File: src/sdse_pkg.sv
// Shared types and constants for the SMTP dot-stuffing / CRLF encoder.
package sdse_pkg;

  typedef logic [7:0] byte_t;

  localparam byte_t CH_LF  = 8'h0A;
  localparam byte_t CH_CR  = 8'h0D;
  localparam byte_t CH_DOT = 8'h2E;

  // Command codes of an input beat.
  typedef enum logic {
    CMD_DATA = 1'b0,
    CMD_EOM  = 1'b1
  } cmd_e;

  // Long terminator "\r\n.\r\n"; the short one ".\r\n" is its tail.
  localparam int unsigned TermLen      = 5;
  localparam int unsigned TermShortOfs = 2;
  localparam int unsigned IdxW         = $clog2(TermLen);

  typedef logic [IdxW-1:0] idx_t;

  localparam byte_t TERM_SEQ [TermLen] = '{CH_CR, CH_LF, CH_DOT, CH_CR, CH_LF};

  typedef struct packed {
    cmd_e  command;
    byte_t data_byte;
  } item_t;

  typedef struct packed {
    byte_t out_byte;
    logic  last_of_run;
  } beat_t;

endpackage

File: src/sdse_in_if.sv
// Input channel: valid/ready handshake carrying command and data byte.
interface sdse_in_if;
  logic             valid;
  logic             ready;
  logic             command;
  sdse_pkg::byte_t  data_byte;

  modport source (output valid, output command, output data_byte, input ready);
  modport sink   (input valid, input command, input data_byte, output ready);
endinterface

File: src/sdse_out_if.sv
// Output channel: valid/ready handshake carrying encoded byte and run marker.
interface sdse_out_if;
  logic             valid;
  logic             ready;
  sdse_pkg::byte_t  out_byte;
  logic             last_of_run;

  modport source (output valid, output out_byte, output last_of_run, input ready);
  modport sink   (input valid, input out_byte, input last_of_run, output ready);
endinterface

File: src/smtp_dot_stuff_crlf_encoder.sv
// Top level of the SMTP dot-stuffing / LF-to-CRLF encoder.
// Path: an accepted beat passes the input register, then the output register, before
// its first output byte shows, when the sink is ready.
// Throughput: one output byte per cycle while the sink is ready; an input item makes
// 1 or 2 bytes for data, 3 or 5 for end of message, all through the single output port.
// Reset: asynchronous active low; empties both registers, sets stuffing on, previous byte LF.
module smtp_dot_stuff_crlf_encoder (
  input  logic       clk_i,
  input  logic       rst_ni,
  input  logic       cfg_we_i,
  input  logic       cfg_wdata_i,
  sdse_in_if.sink    in_i,
  sdse_out_if.source out_o
);

  // Stuffing enable register; the user must write it only while the block is idle (not enforced here).
  logic enable_q, enable_d;

  logic            item_valid;
  sdse_pkg::item_t item;
  sdse_pkg::beat_t gen_beat;
  sdse_pkg::beat_t out_beat;
  logic            take;
  logic            done;

  always_comb begin
    enable_d = enable_q;
    if (cfg_we_i) begin
      enable_d = cfg_wdata_i;
    end
  end

  always_ff @(posedge clk_i or negedge rst_ni) begin
    if (!rst_ni) begin
      enable_q <= 1'b1;
    end else begin
      enable_q <= enable_d;
    end
  end

  // Hold the input beat until its whole byte run has moved to the output register;
  // accept the next one in the same cycle the last byte leaves.
  sdse_in_reg u_in_reg (
    .clk_i        (clk_i),
    .rst_ni       (rst_ni),
    .in_valid_i   (in_i.valid),
    .in_command_i (in_i.command),
    .in_data_i    (in_i.data_byte),
    .in_ready_o   (in_i.ready),
    .done_i       (done),
    .item_valid_o (item_valid),
    .item_o       (item)
  );

  // Pick the byte at the current run position; advance the position on each take,
  // and update the previous body byte only when the run completes.
  sdse_seq_gen u_seq_gen (
    .clk_i        (clk_i),
    .rst_ni       (rst_ni),
    .enable_i     (enable_q),
    .item_valid_i (item_valid),
    .item_i       (item),
    .take_i       (take),
    .beat_o       (gen_beat),
    .done_o       (done)
  );

  // Output register decouples sink backpressure from the encoder.
  sdse_out_reg u_out_reg (
    .clk_i       (clk_i),
    .rst_ni      (rst_ni),
    .src_valid_i (item_valid),
    .src_beat_i  (gen_beat),
    .take_o      (take),
    .out_valid_o (out_o.valid),
    .out_beat_o  (out_beat),
    .out_ready_i (out_o.ready)
  );

  assign out_o.out_byte    = out_beat.out_byte;
  assign out_o.last_of_run = out_beat.last_of_run;

endmodule

File: src/sdse_in_reg.sv
// Input register: holds one accepted item until its last output byte leaves.
module sdse_in_reg (
  input  logic              clk_i,
  input  logic              rst_ni,
  input  logic              in_valid_i,
  input  logic              in_command_i,
  input  sdse_pkg::byte_t   in_data_i,
  output logic              in_ready_o,
  input  logic              done_i,
  output logic              item_valid_o,
  output sdse_pkg::item_t   item_o
);

  logic            valid_q, valid_d;
  sdse_pkg::item_t item_q;
  logic            accept;

  assign in_ready_o = !valid_q || done_i;
  assign accept     = in_valid_i && in_ready_o;

  always_comb begin
    valid_d = valid_q;
    if (accept) begin
      valid_d = 1'b1;
    end else if (done_i) begin
      valid_d = 1'b0;
    end
  end

  always_ff @(posedge clk_i or negedge rst_ni) begin
    if (!rst_ni) begin
      valid_q <= 1'b0;
    end else begin
      valid_q <= valid_d;
    end
  end

  always_ff @(posedge clk_i) begin
    if (accept) begin
      item_q <= '{command: sdse_pkg::cmd_e'(in_command_i), data_byte: in_data_i};
    end
  end

  assign item_valid_o = valid_q;
  assign item_o       = item_q;

endmodule

File: src/sdse_seq_gen.sv
// Sequence generator: picks the next encoded byte and tracks the previous body byte.
module sdse_seq_gen (
  input  logic              clk_i,
  input  logic              rst_ni,
  input  logic              enable_i,
  input  logic              item_valid_i,
  input  sdse_pkg::item_t   item_i,
  input  logic              take_i,
  output sdse_pkg::beat_t   beat_o,
  output logic              done_o
);

  sdse_pkg::idx_t  idx_q, idx_d;
  sdse_pkg::byte_t prev_q, prev_d;
  sdse_pkg::idx_t  len;
  sdse_pkg::idx_t  term_idx;
  sdse_pkg::byte_t cur_byte;
  logic            prev_lf;
  logic            insert;
  logic            last;
  logic            step;

  assign prev_lf = (prev_q == sdse_pkg::CH_LF);
  assign insert  = enable_i &&
                   (((item_i.data_byte == sdse_pkg::CH_LF) && (prev_q != sdse_pkg::CH_CR)) ||
                    ((item_i.data_byte == sdse_pkg::CH_DOT) && prev_lf));

  always_comb begin
    term_idx = idx_q + (prev_lf ? sdse_pkg::idx_t'(sdse_pkg::TermShortOfs) : '0);
    if (item_i.command == sdse_pkg::CMD_EOM) begin
      len      = prev_lf ? sdse_pkg::idx_t'(sdse_pkg::TermLen - sdse_pkg::TermShortOfs)
                         : sdse_pkg::idx_t'(sdse_pkg::TermLen);
      cur_byte = sdse_pkg::TERM_SEQ[term_idx];
    end else begin
      len = insert ? sdse_pkg::idx_t'(2) : sdse_pkg::idx_t'(1);
      if (insert && (idx_q == '0)) begin
        cur_byte = (item_i.data_byte == sdse_pkg::CH_LF) ? sdse_pkg::CH_CR : sdse_pkg::CH_DOT;
      end else begin
        cur_byte = item_i.data_byte;
      end
    end
  end

  assign last   = (idx_q == len - sdse_pkg::idx_t'(1));
  assign step   = item_valid_i && take_i;
  assign done_o = step && last;
  assign beat_o = '{out_byte: cur_byte, last_of_run: last};

  always_comb begin
    idx_d  = idx_q;
    prev_d = prev_q;
    if (step) begin
      if (last) begin
        idx_d  = '0;
        prev_d = (item_i.command == sdse_pkg::CMD_EOM) ? sdse_pkg::CH_LF : item_i.data_byte;
      end else begin
        idx_d = idx_q + sdse_pkg::idx_t'(1);
      end
    end
  end

  always_ff @(posedge clk_i or negedge rst_ni) begin
    if (!rst_ni) begin
      idx_q  <= '0;
      prev_q <= sdse_pkg::CH_LF;
    end else begin
      idx_q  <= idx_d;
      prev_q <= prev_d;
    end
  end

endmodule

File: src/sdse_out_reg.sv
// Output register: holds one encoded beat until the sink takes it.
module sdse_out_reg (
  input  logic              clk_i,
  input  logic              rst_ni,
  input  logic              src_valid_i,
  input  sdse_pkg::beat_t   src_beat_i,
  output logic              take_o,
  output logic              out_valid_o,
  output sdse_pkg::beat_t   out_beat_o,
  input  logic              out_ready_i
);

  logic            valid_q, valid_d;
  sdse_pkg::beat_t beat_q;
  logic            load;

  assign load   = !valid_q || out_ready_i;
  assign take_o = src_valid_i && load;

  always_comb begin
    valid_d = valid_q;
    if (load) begin
      valid_d = src_valid_i;
    end
  end

  always_ff @(posedge clk_i or negedge rst_ni) begin
    if (!rst_ni) begin
      valid_q <= 1'b0;
    end else begin
      valid_q <= valid_d;
    end
  end

  always_ff @(posedge clk_i) begin
    if (take_o) begin
      beat_q <= src_beat_i;
    end
  end

  assign out_valid_o = valid_q;
  assign out_beat_o  = beat_q;

endmodule

File: src/flat_wrapper.sv
// flat-port wrapper written by rule: the top's interface ports become plain ports
module smtp_dot_stuff_crlf_encoder_flat 
  (clk_i, rst_ni, cfg_we_i, cfg_wdata_i, in_i_valid, in_i_command, in_i_data_byte, in_i_ready, out_o_valid, out_o_out_byte, out_o_last_of_run, out_o_ready);
  sdse_in_if in_i_i ();
  sdse_out_if out_o_i ();
  input  logic clk_i;
  input  logic rst_ni;
  input  logic cfg_we_i;
  input  logic cfg_wdata_i;
  input wire logic [$bits(in_i_i.valid)-1:0] in_i_valid;
  input wire logic [$bits(in_i_i.command)-1:0] in_i_command;
  input wire logic [$bits(in_i_i.data_byte)-1:0] in_i_data_byte;
  output wire logic [$bits(in_i_i.ready)-1:0] in_i_ready;
  output wire logic [$bits(out_o_i.valid)-1:0] out_o_valid;
  output wire logic [$bits(out_o_i.out_byte)-1:0] out_o_out_byte;
  output wire logic [$bits(out_o_i.last_of_run)-1:0] out_o_last_of_run;
  input wire logic [$bits(out_o_i.ready)-1:0] out_o_ready;
  assign in_i_i.valid = in_i_valid;
  assign in_i_i.command = in_i_command;
  assign in_i_i.data_byte = in_i_data_byte;
  assign in_i_ready = in_i_i.ready;
  assign out_o_valid = out_o_i.valid;
  assign out_o_out_byte = out_o_i.out_byte;
  assign out_o_last_of_run = out_o_i.last_of_run;
  assign out_o_i.ready = out_o_ready;
  smtp_dot_stuff_crlf_encoder u_core (.clk_i(clk_i), .rst_ni(rst_ni), .cfg_we_i(cfg_we_i), .cfg_wdata_i(cfg_wdata_i), .in_i(in_i_i), .out_o(out_o_i));
endmodule
File: config.mk
export PLATFORM = sky130hd
export DESIGN_NAME = smtp_dot_stuff_crlf_encoder_flat
export DESIGN_NICKNAME = d
export VERILOG_FILES = /design/src/sdse_pkg.sv /design/src/sdse_in_if.sv /design/src/sdse_out_if.sv /design/src/smtp_dot_stuff_crlf_encoder.sv /design/src/sdse_in_reg.sv /design/src/sdse_seq_gen.sv /design/src/sdse_out_reg.sv /design/src/flat_wrapper.sv
export SDC_FILE = /design/constraint.sdc
export NUM_CORES = 1
export LEC_CHECK = 0
export BUFFER_PORTS_ARGS = -buffer_cell sky130_fd_sc_hd__buf_2
export CORE_ASPECT_RATIO = 0.7
export CORE_MARGIN = 2
export CORE_UTILIZATION = 35
export CTS_CLUSTER_SIZE = 8
export DETAILED_ROUTE_END_ITERATION = 8
export PLACE_DENSITY = 0.66
export SLEW_MARGIN = 20
export SYNTH_ARGS = -nofsm -noshare
export SYNTH_HDL_FRONTEND = slang
export SYNTH_HIERARCHICAL = 1
export SYNTH_SLANG_ARGS = --single-unit
File: constraint.sdc
create_clock -name clk_i -period 2.9 [get_ports clk_i]
set_input_delay 0 -clock clk_i [delete_from_list [all_inputs] [get_ports clk_i]]
set_output_delay 0 -clock clk_i [all_outputs]
set_load 0.02 [all_outputs]
==> impl_metrics.tcl <==
set metrics [dict create \
    seq_area_um2 895 \
    ant_nets 0 \
    synth-async-reset-ratio_pct 43.8 \
    netlist_instances 122 \
    cap_violations 0 \
    crit_chain "or4b_4, or4_1, a311oi_2, mux2i_2, inv_2, nand2b_4, and2_4" \
    pin_count 26 \
    synth.largest_area_cell "edfxtp_1" \
    cts_tree "yes" \
    grt_max_degree 16 \
    clk_pin_slew_ns 0.07 \
    syn_area_mm2 0.00155 \
    clock_skew_ns 0.00472 \
    worst-path-max-fanout 9 \
    finalHoldViolCount 0 \
    post-route-period-util_pct 96.8 \
    worstSetupPathType "register to register" \
    layout.nets 189 \
    clockRootBuffer "clkbuf_8" \
    portBuffers 25 \
    slew_headroom_pct 65.1 \
    h-tree-depth 2 \
    synth_top_area_share_pct 34.8 \
    synth_area_leaders "edfxtp_1 (35%), dfrtp_1 (18%), dfstp_2 (5.1%)" \
    clk_latency_ns 0.28 \
    grt_pass1_wl_mm 5.65 \
    antenna_cells 0 \
    yosys_warnings 6 \
    synth-seq-cells 32 \
    synth_edf_count 18 \
    power.leakage_uw 0.000833 \
    drive_above_1_share_pct 32.4 \
    core_area_mm2 0.00430 \
    max-vdd-ir-drop_uv 338 \
    rsz0062_at_grt "false" \
    antenna_found_initial 0 \
    routedWlPerCell_um 15.2 \
    powerDensity_mw_per_mm2 905 \
    ys.flop_type "edfxtp_1" \
    drc 0 \
    place_congestion 0.821 \
    ctsLongestPathBuffers 2 \
    rows 20 \
    slowest_stage "or4_1" \
    drt-pass1-iter-count 4 \
    design.die.area_mm2 0.00499 \
    nFillCells 394 \
    viasPerCell 5.11 \
    max_freq_mhz 356 \
    start_util_pct 36.1 \
    fp.dieW_um 83.6 \
    avgSynthCellArea_um2 12.7 \
    yosysSeqAreaShare_pct 57.6 \
    crit_required_ns 2.88 \
    cts_buffers 5 \
    numClockSinks 32 \
    initialDrtViolationCount 53 \
    area.growth.synth_to_final_pct 30.0 \
    endpoint_kind "register" \
    first_global_vias 1122 \
    outcome "completed" \
    setup-violations-final 0 \
    track_usage_pct 14.9 \
    synth_fp_nets 142 \
    worst_slew_pin_slew_ns 0.519 \
    min_path_type "primary input to async pin" \
    cp_slowest_stage_delay_ns 0.59 \
    wl_mm 3.43 \
    synth_cell_types 49 \
    power.total_uw 1830 \
    min_period_ns 2.81 \
    cp-start-kind "register" \
    hpwl_mm 2.55 \
    vias 1149 \
    die_y_um 59.7 \
    arrival_ns 2.79 \
    overflow 0 \
    fin_setup_tns_ns 0 \
    multi_input_area_um2 603 \
    drv_slew 0 \
]
## registers in the layout (all words and copies together), names as in the netlist
signal,count
u_core/u_seq_gen/prev_q,8
u_core/u_out_reg/out_beat_o,9
u_core/u_out_reg/out_valid_o,1
u_core/u_in_reg/item_valid_o,1
u_core/u_in_reg/item_o,9
u_core/u_seq_gen/idx_q,3
u_core/enable_q,1
## cells in the final DEF (no fill, tap or decap), types with 4 or more instances in the layout
cell           netlist  layout
dfrtp_1             11      11
clkbuf_8             0       5
inv_1                9       9
buf_2                0      25
a22o_1               6       6
edfxtp_1            18      18
ha_1                 5       5
nand2_1              5       5
buf_4                1       5
dlygate4sd3_1        0      14
nand2b_1             4       4
## per-layer routing
layer | up-vias | routed length, um | part of all wire [%] | track usage [%]
li1 | 547 | - | - | -
met1 | 547 | 1640 | 48 | 21.3
met2 | 49 | 1480 | 43 | 21.7
met3 | 6 | 254 | 7.4 | 5.11
met4 | 0 | 57 | 1.7 | 4.38
met5 | - | 0 | 0 | 0
## synthesized netlist by cell type (2+ instances only)
library cell and count:
inv_1 9, o31ai_1 3, nand2b_1 4, nor2_1 3, dfrtp_1 11, and2_1 2
nand3_1 3, a22o_1 6, ha_1 5, clkbuf_1 2, nor2b_1 3, nor3_1 3
a2bb2oi_1 2, dfstp_2 3, o21ai_0 3, nand2_1 5, edfxtp_1 18, a31oi_1 3
o22ai_1 3, o31a_1 2
## power by group
| part | leakage, uW | internal, uW | switching (uW) | total [uW] |
|---|---|---|---|---|
| combinational | 0.000443 | 289 | 360 | 648 |
| sequential | 0.000335 | 651 | 112 | 763 |
| clock | 0.0000541 | 254 | 161 | 415 |
## per-stage QoR
step,std cells,setup WS [ns],hold slack [ns],utilization (%),instance area (um2)
3_3_place_gp,202,0.144,-0.0827,40.8,1760
6_report,225,0.0942,0.153,46.9,2020
2_1_floorplan,122,0.0323,-0.296,-,1550
4_1_cts,224,0.0654,0.152,46.7,2010
5_1_grt,225,0.0135,0.165,46.9,2020
3_5_place_dp,202,0.0812,-0.0752,40.8,1760
## path summary, 6_finish.rpt
kind | start | end | slack (ns) | cells past startpoint
max reg2reg | u_core/u_seq_gen/prev_q[1]$_DFFE_PN1P_ | u_core/u_in_reg/item_o[0]$_DFFE_PP_ | 0.09 | 7
min in group clk_i | in_i_data_byte[3] | u_core/u_in_reg/item_o[3]$_DFFE_PP_ | 0.43 | 2
min reg2reg | u_core/u_seq_gen/prev_q[3]$_DFFE_PN1P_ | u_core/u_seq_gen/prev_q[3]$_DFFE_PN1P_ | 0.51 | 1
max | u_core/u_seq_gen/prev_q[1]$_DFFE_PN1P_ | u_core/u_in_reg/item_o[0]$_DFFE_PP_ | 0.09 | 7
max in group asynchronous | rst_ni | u_core/enable_q$_DFFE_PN1P_ | 2.45 | 2
min | rst_ni | u_core/u_seq_gen/prev_q[5]$_DFFE_PN0P_ | 0.15 | 2
## timing repair
action / in CTS / in global routing
setup buffers: 0 / 1
hold buffers: 14 / 0
hold endpoints to repair: 26 / 0
endpoints found under the setup margin: 0 / 10
gates resized for setup: 0 / 1
## critical path: cells and delay by family, from the launching register on
family	cells	cell delay [ns]
compound gates	1	0.31
buf+inv	1	0.10
flops	1	0.54
mux	1	0.12
simple gates	4	1.43
## cells by family after synthesis
logic type | synth area share [%]
compound gates | 13.7
buf+inv | 3.71
flops | 57.6
simple gates | 16.6
xor+xnor | 1.13
fa+ha+maj | 4.03
mux | 3.22
## layout make-up
class,count,area share [%]
timing repair buffer,44,15.0
sequential,32,44.3
multi-input combinational,76,29.9
tap,55,3.41
inverter,10,1.86
clock buffer,5,3.41
clock inverter,3,2.11
No activity file was read; power rests on OpenSTA's default activity.
